==> src/design/relative_order_sorter_macros.svh <==
// ---------------------------------------------------------------------------
// relative_order_sorter_macros.svh
// Assertion macros for the relative order sorter modules (used in ros_seq).
// They expect signals named clk and rst_n in the module that uses them.
// ---------------------------------------------------------------------------
`ifndef RELATIVE_ORDER_SORTER_MACROS_SVH
`define RELATIVE_ORDER_SORTER_MACROS_SVH

// The condition holds at every clock edge out of reset.
`define ROS_ASSERT_ALWAYS(lbl, cond, msg) \
  lbl: assert property (@(posedge clk) disable iff (!rst_n) (cond)) else $error(msg);

// The consequent holds in the same cycle as the antecedent.
`define ROS_ASSERT_IMP(lbl, ante, cons, msg) \
  lbl: assert property (@(posedge clk) disable iff (!rst_n) (ante) |-> (cons)) \
    else $error(msg);

// The consequent holds in the cycle after the antecedent.
`define ROS_ASSERT_NXT(lbl, ante, cons, msg) \
  lbl: assert property (@(posedge clk) disable iff (!rst_n) (ante) |=> (cons)) \
    else $error(msg);

`endif

==> src/design/ros_pkg.sv <==
// ---------------------------------------------------------------------------
// ros_pkg
// Constants, codes and types shared by the relative order sorter modules.
// ---------------------------------------------------------------------------
package ros_pkg;

  localparam int DEPTH      = 64;
  localparam int VALUE_BITS = 10;
  localparam int AW         = (DEPTH > 1) ? $clog2(DEPTH) : 1;
  localparam int CW         = $clog2(DEPTH + 1);

  localparam logic [1:0] OP_ORDER  = 2'd0;
  localparam logic [1:0] OP_DATA   = 2'd1;
  localparam logic [1:0] OP_FINISH = 2'd2;

  // One result beat handed from the sequencer to the output register.
  typedef struct packed {
    logic                  valid;
    logic [VALUE_BITS-1:0] value;
    logic                  last;
    logic                  ovf;
  } ros_emit_t;

endpackage

==> src/design/relative_order_sorter.sv <==
// ---------------------------------------------------------------------------
// relative_order_sorter
// Relative sort of a data list by an order list.
// ---------------------------------------------------------------------------
// Input beats carry an opcode and a value. Opcode 0 appends the value to the
// order list and opcode 1 to the data list while the block is idle, and
// loads beyond DEPTH entries are dropped and flag the next run as overflowed.
// Opcode 2 starts a run: first every unused data element matching each order
// entry is emitted in data-list order, then the remaining elements ascending.
// Opcode 3 is ignored. One result beat per data element; the final one
// carries out_last, and the run then clears both lists.
// A run reads both list stores through one read port each. The match phase
// scans the data list once per order entry, reading and comparing each
// element in turn; each pass of the ascending phase scans it once more for
// the smallest unused element and then emits that element.
// in_ready is low for the whole run. Results pass through an output register,
// so a stalled receiver only holds the sequencer when a new beat is ready.
// Reset empties both lists and the overflow flag and drops any pending beat;
// the store contents themselves are not cleared, as only filled entries are
// ever read.
// ---------------------------------------------------------------------------
module relative_order_sorter
  import ros_pkg::*;
(
  input  logic                  clk,
  input  logic                  rst_n,
  input  logic                  in_valid,
  output logic                  in_ready,
  input  logic [1:0]            in_opcode,
  input  logic [VALUE_BITS-1:0] in_value,
  output logic                  out_valid,
  input  logic                  out_ready,
  output logic [VALUE_BITS-1:0] out_sorted_value,
  output logic                  out_last,
  output logic                  out_overflowed
);

  logic                  ord_we;
  logic [AW-1:0]         ord_waddr;
  logic [AW-1:0]         ord_raddr;
  logic [VALUE_BITS-1:0] ord_rdata;
  logic                  dat_we;
  logic [AW-1:0]         dat_waddr;
  logic [AW-1:0]         dat_raddr;
  logic [VALUE_BITS-1:0] dat_rdata;
  logic                  out_free;
  ros_emit_t             emit;

  // Order list store.
  ros_ram u_order_ram (
    .clk   (clk),
    .we    (ord_we),
    .waddr (ord_waddr),
    .wdata (in_value),
    .raddr (ord_raddr),
    .rdata (ord_rdata)
  );

  // Data list store.
  ros_ram u_data_ram (
    .clk   (clk),
    .we    (dat_we),
    .waddr (dat_waddr),
    .wdata (in_value),
    .raddr (dat_raddr),
    .rdata (dat_rdata)
  );

  // Sequencer with the shared compare unit and the used flags.
  ros_seq u_seq (
    .clk       (clk),
    .rst_n     (rst_n),
    .in_valid  (in_valid),
    .in_ready  (in_ready),
    .in_opcode (in_opcode),
    .ord_we    (ord_we),
    .ord_waddr (ord_waddr),
    .ord_raddr (ord_raddr),
    .ord_rdata (ord_rdata),
    .dat_we    (dat_we),
    .dat_waddr (dat_waddr),
    .dat_raddr (dat_raddr),
    .dat_rdata (dat_rdata),
    .out_free  (out_free),
    .emit      (emit)
  );

  // Result beats wait here while the receiver stalls.
  ros_out_reg u_out_reg (
    .clk              (clk),
    .rst_n            (rst_n),
    .emit             (emit),
    .free             (out_free),
    .out_valid        (out_valid),
    .out_ready        (out_ready),
    .out_sorted_value (out_sorted_value),
    .out_last         (out_last),
    .out_overflowed   (out_overflowed)
  );

endmodule

==> src/design/ros_ram.sv <==
// ---------------------------------------------------------------------------
// ros_ram
// List store: one write port and one read port with registered read data.
// ---------------------------------------------------------------------------
module ros_ram
  import ros_pkg::*;
(
  input  logic                  clk,
  input  logic                  we,
  input  logic [AW-1:0]         waddr,
  input  logic [VALUE_BITS-1:0] wdata,
  input  logic [AW-1:0]         raddr,
  output logic [VALUE_BITS-1:0] rdata
);

  logic [VALUE_BITS-1:0] mem [DEPTH];
  logic [VALUE_BITS-1:0] rdata_r;

  always_ff @(posedge clk) begin
    if (we) begin
      mem[waddr] <= wdata;
    end
    rdata_r <= mem[raddr];
  end

  assign rdata = rdata_r;

endmodule

==> src/design/ros_out_reg.sv <==
// ---------------------------------------------------------------------------
// ros_out_reg
// Output register for result beats, holding a beat while the receiver stalls.
// ---------------------------------------------------------------------------
module ros_out_reg
  import ros_pkg::*;
(
  input  logic                  clk,
  input  logic                  rst_n,
  input  ros_emit_t             emit,
  output logic                  free,
  output logic                  out_valid,
  input  logic                  out_ready,
  output logic [VALUE_BITS-1:0] out_sorted_value,
  output logic                  out_last,
  output logic                  out_overflowed
);

  logic                  valid_r;
  logic [VALUE_BITS-1:0] value_r;
  logic                  last_r;
  logic                  ovf_r;

  always_ff @(posedge clk) begin
    if (!rst_n) begin
      valid_r <= 1'b0;
    end else if (emit.valid) begin
      valid_r <= 1'b1;
    end else if (out_ready) begin
      valid_r <= 1'b0;
    end
  end

  always_ff @(posedge clk) begin
    if (emit.valid) begin
      value_r <= emit.value;
      last_r  <= emit.last;
      ovf_r   <= emit.ovf;
    end
  end

  // A new beat may be loaded when the register is empty or is being drained.
  assign free             = !valid_r || out_ready;
  assign out_valid        = valid_r;
  assign out_sorted_value = value_r;
  assign out_last         = last_r;
  assign out_overflowed   = ovf_r;

endmodule

==> src/design/ros_seq.sv <==
// ---------------------------------------------------------------------------
// ros_seq
// Sequencer: list counts, used flags and the shared compare unit.
// ---------------------------------------------------------------------------
`include "relative_order_sorter_macros.svh"

module ros_seq
  import ros_pkg::*;
(
  input  logic                  clk,
  input  logic                  rst_n,
  input  logic                  in_valid,
  output logic                  in_ready,
  input  logic [1:0]            in_opcode,
  output logic                  ord_we,
  output logic [AW-1:0]         ord_waddr,
  output logic [AW-1:0]         ord_raddr,
  input  logic [VALUE_BITS-1:0] ord_rdata,
  output logic                  dat_we,
  output logic [AW-1:0]         dat_waddr,
  output logic [AW-1:0]         dat_raddr,
  input  logic [VALUE_BITS-1:0] dat_rdata,
  input  logic                  out_free,
  output ros_emit_t             emit
);

  typedef enum logic [6:0] {
    ST_IDLE  = 7'b0000001,
    ST_ORD   = 7'b0000010,
    ST_MRD   = 7'b0000100,
    ST_MCMP  = 7'b0001000,
    ST_SRD   = 7'b0010000,
    ST_SCMP  = 7'b0100000,
    ST_SEMIT = 7'b1000000
  } ros_state_t;

  ros_state_t            state_r,     state_nxt;
  logic [CW-1:0]         data_cnt_r,  data_cnt_nxt;
  logic [CW-1:0]         order_cnt_r, order_cnt_nxt;
  logic [CW-1:0]         em_cnt_r,    em_cnt_nxt;
  logic [DEPTH-1:0]      used_r,      used_nxt;
  logic                  ovf_r,       ovf_nxt;
  logic [AW-1:0]         i_r,         i_nxt;
  logic [AW-1:0]         j_r,         j_nxt;
  logic                  found_r,     found_nxt;
  logic [VALUE_BITS-1:0] best_r,      best_nxt;
  logic [AW-1:0]         best_idx_r,  best_idx_nxt;

  logic [CW-1:0] i_inc;
  logic [CW-1:0] j_inc;
  logic          is_last;
  logic          match;
  logic          take;
  logic          do_clear;

  assign i_inc   = CW'(i_r) + CW'(1);
  assign j_inc   = CW'(j_r) + CW'(1);
  assign is_last = (em_cnt_r + CW'(1)) == data_cnt_r;
  assign match   = !used_r[j_r] && (dat_rdata == ord_rdata);
  assign take    = !used_r[j_r] && (!found_r || (dat_rdata < best_r));

  assign in_ready  = (state_r == ST_IDLE);
  assign ord_waddr = order_cnt_r[AW-1:0];
  assign dat_waddr = data_cnt_r[AW-1:0];
  assign ord_raddr = i_r;
  assign dat_raddr = j_r;

  always_comb begin
    state_nxt     = state_r;
    data_cnt_nxt  = data_cnt_r;
    order_cnt_nxt = order_cnt_r;
    em_cnt_nxt    = em_cnt_r;
    used_nxt      = used_r;
    ovf_nxt       = ovf_r;
    i_nxt         = i_r;
    j_nxt         = j_r;
    found_nxt     = found_r;
    best_nxt      = best_r;
    best_idx_nxt  = best_idx_r;
    ord_we        = 1'b0;
    dat_we        = 1'b0;
    do_clear      = 1'b0;
    emit          = '0;
    emit.value    = dat_rdata;
    emit.last     = is_last;
    emit.ovf      = ovf_r;

    case (state_r)
      ST_IDLE: begin
        if (in_valid) begin
          case (in_opcode)
            OP_ORDER: begin
              if (order_cnt_r < CW'(DEPTH)) begin
                ord_we        = 1'b1;
                order_cnt_nxt = order_cnt_r + CW'(1);
              end else begin
                ovf_nxt = 1'b1;
              end
            end
            OP_DATA: begin
              if (data_cnt_r < CW'(DEPTH)) begin
                dat_we                          = 1'b1;
                used_nxt[data_cnt_r[AW-1:0]]    = 1'b0;
                data_cnt_nxt                    = data_cnt_r + CW'(1);
              end else begin
                ovf_nxt = 1'b1;
              end
            end
            OP_FINISH: begin
              i_nxt      = '0;
              j_nxt      = '0;
              found_nxt  = 1'b0;
              em_cnt_nxt = '0;
              if (data_cnt_r == '0) begin
                do_clear = 1'b1;
              end else if (order_cnt_r == '0) begin
                state_nxt = ST_SRD;
              end else begin
                state_nxt = ST_ORD;
              end
            end
            default: begin
            end
          endcase
        end
      end
      ST_ORD: begin
        j_nxt     = '0;
        state_nxt = ST_MRD;
      end
      ST_MRD: begin
        state_nxt = ST_MCMP;
      end
      ST_MCMP: begin
        if (!(match && !out_free)) begin
          if (match) begin
            emit.valid    = 1'b1;
            used_nxt[j_r] = 1'b1;
            em_cnt_nxt    = em_cnt_r + CW'(1);
          end
          if (match && is_last) begin
            do_clear = 1'b1;
          end else if (j_inc < data_cnt_r) begin
            j_nxt     = j_r + AW'(1);
            state_nxt = ST_MRD;
          end else if (i_inc < order_cnt_r) begin
            i_nxt     = i_r + AW'(1);
            state_nxt = ST_ORD;
          end else begin
            j_nxt     = '0;
            found_nxt = 1'b0;
            state_nxt = ST_SRD;
          end
        end
      end
      ST_SRD: begin
        state_nxt = ST_SCMP;
      end
      ST_SCMP: begin
        if (take) begin
          found_nxt    = 1'b1;
          best_nxt     = dat_rdata;
          best_idx_nxt = j_r;
        end
        if (j_inc < data_cnt_r) begin
          j_nxt     = j_r + AW'(1);
          state_nxt = ST_SRD;
        end else begin
          state_nxt = ST_SEMIT;
        end
      end
      ST_SEMIT: begin
        if (!found_r) begin
          do_clear = 1'b1;
        end else if (out_free) begin
          emit.valid           = 1'b1;
          emit.value           = best_r;
          used_nxt[best_idx_r] = 1'b1;
          em_cnt_nxt           = em_cnt_r + CW'(1);
          j_nxt                = '0;
          found_nxt            = 1'b0;
          if (is_last) begin
            do_clear = 1'b1;
          end else begin
            state_nxt = ST_SRD;
          end
        end
      end
      default: begin
        state_nxt = ST_IDLE;
      end
    endcase

    if (do_clear) begin
      used_nxt      = '0;
      data_cnt_nxt  = '0;
      order_cnt_nxt = '0;
      em_cnt_nxt    = '0;
      ovf_nxt       = 1'b0;
      state_nxt     = ST_IDLE;
    end
  end

  always_ff @(posedge clk) begin
    if (!rst_n) begin
      state_r     <= ST_IDLE;
      data_cnt_r  <= '0;
      order_cnt_r <= '0;
      em_cnt_r    <= '0;
      used_r      <= '0;
      ovf_r       <= 1'b0;
      found_r     <= 1'b0;
    end else begin
      state_r     <= state_nxt;
      data_cnt_r  <= data_cnt_nxt;
      order_cnt_r <= order_cnt_nxt;
      em_cnt_r    <= em_cnt_nxt;
      used_r      <= used_nxt;
      ovf_r       <= ovf_nxt;
      found_r     <= found_nxt;
    end
  end

  always_ff @(posedge clk) begin
    i_r        <= i_nxt;
    j_r        <= j_nxt;
    best_r     <= best_nxt;
    best_idx_r <= best_idx_nxt;
  end

  `ROS_ASSERT_IMP(a_emit_room, emit.valid, out_free, "result beat into a full register")
  `ROS_ASSERT_ALWAYS(a_cnt_range, (data_cnt_r <= CW'(DEPTH)) && (order_cnt_r <= CW'(DEPTH)), "count")
  `ROS_ASSERT_NXT(a_last_clears, emit.valid && emit.last, data_cnt_r == '0, "run not ended")
  `ROS_ASSERT_IMP(a_busy_has_data, state_r != ST_IDLE, data_cnt_r != '0, "run with no data")

endmodule

==> config.mk <==
export PLATFORM = sky130hd
export DESIGN_NAME = relative_order_sorter
export DESIGN_NICKNAME = d
export VERILOG_FILES = /design/src/design/ros_pkg.sv /design/src/design/relative_order_sorter.sv /design/src/design/ros_ram.sv /design/src/design/ros_out_reg.sv /design/src/design/ros_seq.sv
export VERILOG_INCLUDE_DIRS = /design/src /design/src/design
export SDC_FILE = /design/constraint.sdc
export NUM_CORES = 2
export LEC_CHECK = 0
export CAP_MARGIN = 20
export CORE_MARGIN = 2
export CORE_UTILIZATION = 45
export CTS_CLUSTER_SIZE = 16
export DETAILED_ROUTE_END_ITERATION = 10
export DONT_BUFFER_PORTS = 1
export GPL_TIMING_DRIVEN = 0
export SYNTH_ARGS = -nofsm -noshare
export SYNTH_HDL_FRONTEND = slang
export SYNTH_HIERARCHICAL = 1
export SYNTH_SLANG_ARGS = --single-unit
==> constraint.sdc <==
create_clock -name clk -period 4.35 [get_ports clk]
set_input_delay 0.435 -clock clk [delete_from_list [all_inputs] [get_ports clk]]
set_output_delay 0.435 -clock clk [all_outputs]
set_load 0.05 [all_outputs]
After elaboration in Yosys (flattened, before gate mapping):

Memories as Yosys holds them, arrays and structs flattened. A register that Yosys moved wholly into a read port is not among the register bits.
Cells that the tools add are included.

* memory bits (writable): 1280
* register bits after elaboration: 135
* output and inout bits: 14
* memories kept: 2
* latch bits: 0
* ROM bits: 0
* input bits: 16
* logic and storage cells: 196

Memory list
* u_data_ram.mem: words 64, width 10, rd ports 1, clocked after memory_dff 1, wr ports 1, line ros_ram.sv:16 `logic [VALUE_BITS-1:0] mem [DEPTH];`
* u_order_ram.mem: words 64, width 10, rd ports 1, clocked after memory_dff 1, wr ports 1, line ros_ram.sv:16

* div/mod/pow operators: 0
* multiply operators: 0
* bitwise operators: 5
* $add $sub $neg: 7
* shift operators: 0
* muxes and demuxes: 93
* reductions and logical operators: 33
* $lt $le $gt $ge: 11
* equal/unequal tests: 30

Operator list (number)
* 2-to-1 mux 64 bit: 7
* case mux 64 bit (3 select lines): 1
* OR 64 bit: 2
* 2-to-1 mux 7 bit: 15
* 2-to-1 mux 6 bit: 13
* bitwise AND 64 bit: 1
* inverter 64 bit: 1
* case mux 7 bit (7 select lines): 1
* 2-to-1 mux 1 bit: 39
* case mux 6 bit (5 select lines): 1
* AND reduction 8 bit: 3
* 2-to-1 mux 11 bit: 2
* adder 7 x 1 -> 7 bit (second input constant): 3
* less-than comparator 6 x 7 -> 1 bit (second input constant): 3
* case mux 7 bit (3 select lines): 1
* demux 1 bit (select 6 bit): 3
* >= comparator 6 x 1 -> 1 bit (second input constant): 3
* inequality test 2 x 1 -> 1 bit (second input constant): 9
* inequality test 2 bit (second input constant): 9
* 2-to-1 mux 5 bit: 3
* adder 6 x 1 -> 7 bit (second input constant): 2
* logical NOT 7 bit: 2
* less-than comparator 7 bit: 2
* less-than comparator 7 bit (second input constant): 2
* other kinds (35): 51

Logic depth before layout (Yosys ltp):

* word-level depth: 10
* depth in mapped cells: 15
* depth with buffers taken out: 11

By module:

Netlist, hierarchy kept.

Modules (own cells, without submodules)
* ros_ram at u_data_ram: area an instance 25189.2 um2, times used 1, sequential area each 19418.6 um2, cells an instance 1188
* ros_ram at u_order_ram: area an instance 25101.6 um2, times used 1, sequential area each 19418.6 um2, cells an instance 1118
* ros_seq: area an instance 7896.3 um2, times used 1, sequential area each 2722.6 um2, cells an instance 979
* ros_out_reg: area an instance 409.1 um2, times used 1, sequential area each 380.4 um2, cells an instance 16

Worst setup path before layout:

OpenSTA, ideal clock, no wires.

* path kind: reg2reg
* start point: register u_seq.j_r[0] (netlist: u_seq/dat_raddr[0])
* end point: register u_seq.best_idx_r[0], enable pin
* required time: 3.938 ns
* cell stages (with the launch flop): 11
* setup time: 0.412 ns
* period minus slack after synthesis: 3.727 ns
* arrival: 3.315 ns
* path buffers: 4
* slack: 0.623 ns
* cell sequence: edfxtp_1 > buf_2 > buf_2 > buf_2 > mux2i_1 > a22oi_1 > nand3b_1 > nand4_1 > or3_1 > buf_2 > nor3_1

* cells in the longest elaborated chain, start to end: 5

RTL lines
* start: declaration: line ros_seq.sv:44 `logic [AW-1:0] j_r, j_nxt;`
* start signal: assignment: line ros_seq.sv:226 `j_r <= j_nxt;`
* binary-select mux 1 bit (select 6 bit): line ros_seq.sv:60 `assign take = !used_r[j_r] && (!found_r || (dat_rdata < best_r));`
* 2-to-1 mux 1 bit (not written as such): line ros_seq.sv:60
* logical NOT 1 bit: line ros_seq.sv:60
* logical AND 1 bit: line ros_seq.sv:60
* AND reduction 2 bit (no line)
* end signal: assignment: line ros_seq.sv:228 `best_idx_r <= best_idx_nxt;`
* end: declaration: line ros_seq.sv:47 `logic [AW-1:0] best_idx_r, best_idx_nxt;`

No other way between the ends. The select of a mux whose other input is x is not followed.
A chain may end at the register's enable or synchronous reset.

Worst setup path in the final report:

* start point: register u_seq.state_r[2]
* end point: memory u_order_ram.mem[40][5], enable pin

* cells in the longest elaborated chain, start to end: 4

RTL lines
* start: declaration: line ros_seq.sv:37 `ros_state_t state_r, state_nxt;`
* start signal: assignment: line ros_seq.sv:214 `state_r <= state_nxt;`
* == test 7 x 1 -> 1 bit
* named net in_ready: line relative_order_sorter.sv:28 `output logic in_ready,`
* 2-to-1 mux 1 bit: line ros_seq.sv:88 `case (state_r)`
* named net ord_we: line relative_order_sorter.sv:38 `logic ord_we;`
* 2-to-1 mux 1 bit: line ros_ram.sv:20 `if (we) begin`
* 2-to-1 mux 1 bit (not written as such): line ros_ram.sv:21 `mem[waddr] <= wdata;`
* end: declaration: line ros_ram.sv:16

The timed path passes the listed nets, and every way through them passes these cells.

==> flow_summary.ini <==
[synthesis]
yosys_warnings = 6
ys_top_cells_by_count = edfxtp_1 (1320), mux4_2 (312), nor2_1 (222), mux2i_1 (124), dfxtp_1 (115)
synth_cell_types = 83
yosysMostFrequentCell = edfxtp_1
syn_area_per_cell_um2 = 17.8
syn_nets = 3345
synth_edf_count = 1320
synthTopCellsByArea = edfxtp_1 (68%), mux4_2 (12%), dfxtp_1 (3.9%), mux2i_1 (2.1%), nor2_1 (1.4%)
netlist_area_um2 = 58600
synth-seq-area-share_pct = 71.6
post_synth_inst_count = 3301
yosysTopAreaCell = edfxtp_1
synth_ff_type = edfxtp_1
netlist.area_leader.share_pct = 67.6
async_flop_share_pct = 0
synth_seq_cells = 1435

[setup_path]
cp_slowest_cell = nor2_2
critPathLaunchType = flop
cp.required_ns = 4.75
cp-end-kind = flop
cp_cell_sequence = nor3_2 -> nand4b_2 -> clkinvlp_4 -> nand2_1 -> nor3_4 -> nor2b_1 -> nand2_1 -> nor2_2
r2r-start = u_seq/state_r[2]
r2r_cells = 8
critical_path_arrival_ns = 4.83
crit_top_cell = nand2_1
cp-startpoint = u_seq/state_r[2]
r2r_end = u_order_ram/mem[40][5]
cp-endpoint = u_order_ram/mem[40][5]
critPathMaxStageDelay_ns = 0.76
path_class = flop to flop
path_max_fanout = 13
r2r_slack_ns = -0.08

[drt]
ant_nets = 0
wl_per_cell_um = 29.3
vias = 32800
routed_via_density = 6.11
drc = 0
first_pass_iters = 6
drtIter0Drc = 3851
drt-total-wl_um = 157000

[finish]
area_growth_pct = 13.7
fin_nets = 3548
fin_cells = 5368
fillers = 10400
drive_above_1_share_pct = 22.2

[status]
status = finished, violations left
violations = setup timing

[clocking]
clock_latency_ns = 0.80
cts_buffer_depth = 3
clk_pin_slew_ns = 0.06
h-tree-depth = 4
cts-root-buf = clkbuf_16
cts_tree = built
clock_sinks = 1435
cts_made_buffers = 150

[timing]
fin_crit_sh_pct = 102
finClkSkew_ns = 0.0329
period_minus_slack_ns = 4.43
setup_slack_ns = -0.0815
grt_setup_unrepaired = yes
worstMarginPinSlew_ns = 1.17
slew_headroom_pct = 22.0
setup_viol = 123
whs_ns = 0.0624
final_hold_viol_count = 0
slew_viol_final = 0
max_freq_ghz = 0.226

[floorplanning]
initial_core_util_pct = 45.3
pin_count = 30
num_rows = 132
coreArea_um2 = 129000
die_h_um = 365
die_w_um = 365
die-area_um2 = 133000

[place]
place_congestion = 0.953
hpwl_um = 101000
placed_cells = 5069
port_buffers = 0

[grt]
grt-ovfl-total = 0
grt_pass1_vias = 32000
grt_pass1_wl_um = 227000
antenna_found_initial = 4
grt_start_max_net_pins = 129
grtUsageTotal_pct = 23.8

[power]
p_per_area_nw_per_um2 = 445
leakagePower_uw = 0.0208
irDropWorstVdd_uv = 412

[worst_hold_path]
holdCritPathClass = input port to flop

[job]
max-cap-violations = 0
[layout by cell type, fill, tap and decap left out, types with 12 or more instances in the layout]
master,netlist,layout
clkinv_1,0,41
mux2_2,12,12
nor2_4,0,20
buf_4,35,50
clkbuf_1,108,139
a21oi_1,83,83
nand3_1,95,94
xnor2_1,22,22
clkinv_2,0,19
o31ai_1,38,38
dfxtp_1,115,115
mux4_2,312,312
buf_6,17,39
a31oi_1,21,21
nand3b_1,18,18
and3_1,12,12
nand4_1,12,12
nor3_1,57,50
a22oi_1,38,38
ha_1,28,28
nor2b_1,33,33
mux2i_1,124,124
clkbuf_16,0,151
nor2_2,0,64
a211oi_1,20,20
o21ai_0,70,70
xor2_1,18,18
o22ai_1,51,51
edfxtp_1,1320,1320
or3_1,16,16
a22o_1,12,12
nand2_1,112,111
nand2b_1,19,19
nor2_1,222,138
inv_1,34,33
buf_2,45,42
[logic make-up (layout without fill, tap and decap cells)]
group,count (synthesis),count (layout),synth area share (%)
AO/OA/AOI/OAI,432,432,5.06
XOR/XNOR,40,40,0.598
adder cells (fa/ha/maj),28,28,0.598
buffers and inverters,251,575,2.17
flip-flops,1435,1435,71.6
multiplexers,453,453,14.5
other,0,1,0
AND/OR/NAND/NOR,662,662,5.53
[critical path, delay by kind of cell, from the launching register on]
| family | cells | cell delay, ns |
|---|---|---|
| simple gates | 7 | 3.22 |
| buf+inv | 1 | 0.44 |
| flops | 1 | 0.36 |
[sequential cells by signal, summed over array words and instances (netlist names)]
signal,count
u_seq/ovf_r,1
u_seq/ord_raddr,6
u_out_reg/out_valid,1
u_seq/data_cnt_r,7
u_out_reg/out_sorted_value,10
u_seq/em_cnt_r,7
u_seq/state_r,7
u_seq/used_r,64
u_seq/order_cnt_r,7
u_seq/best_idx_r,6
u_seq/best_r,10
u_seq/dat_raddr,6
u_seq/found_r,1
u_data_ram/mem,640
u_out_reg/out_overflowed,1
u_data_ram/rdata,10
u_order_ram/mem,640
u_out_reg/out_last,1
u_order_ram/rdata,10
[timing repair]
| item | CTS | global route |
|---|---|---|
| resized for setup | 88 | 29 |
| endpoints found under the hold margin | 1289 | 0 |
| endpoints found under the setup margin | 1204 | 567 |
| setup buffers | 3 | 0 |
| hold buffers | 15 | 0 |
| pin swaps | 1 | 0 |
[metrics by stage]
step                power (uW)  instance area [um^2]  setup TNS (ns)  utilization (%)  worst slack (ns)
global route             30500                 66600          -35.90             51.5            -0.168
floorplan                16600                 58600               0                -             0.623
detailed placement       17200                 61100         -410.90             47.2            -0.707
global placement         17200                 60800        -1353.61             47.0             -1.44
finish                   29600                 66600           -3.61             51.5           -0.0815
CTS                      29900                 66400               0             51.4            0.0250
[metal layers]
metal / vias up / global-route usage (%) / wire length [um]
li1: 13800 / - / -
met1: 17300 / 34.1 / 67000
met2: 1453 / 36.7 / 73000
met3: 297 / 4.90 / 12700
met4: 2 / 7.04 / 4490
met5: - / 0 / 12
[how the worst min path moves through the flow]
stage | from | endpoint | slack, ns | cells past startpoint
floorplan | u_seq/ovf_r | u_seq/ovf_r | 0.44 | 2
global placement | u_seq/used_r[22] | u_seq/used_r[22] | 0.46 | 2
detailed placement | u_seq/used_r[16] | u_seq/used_r[16] | 0.46 | 2
CTS | in_valid | u_seq/state_r[0] | 0.02 | 2
global route | in_valid | u_seq/state_r[0] | 0.06 | 2
finish | in_value[4] | u_data_ram/mem[21][4] | 0.06 | 1
[cell type report]
type	instances	area [um^2]	area share, %
antenna	1	2.50	0.00376
multi-input combinational	1615	15800	23.7
sequential	1435	41900	63.0
clock buffer	186	3920	5.89
timing repair buffer	53	707	1.06
inverter	35	138	0.207
buffer	214	1140	1.71
clock inverter	87	825	1.24
tap	1742	2180	3.27
[power breakdown]
part | internal (uW) | total, uW | switching (uW)
registers | 15100 | 15200 | 86.8
logic | 707 | 2010 | 1300
clock network | 7090 | 12400 | 5320
No activity file was read; power rests on OpenSTA's default activity.
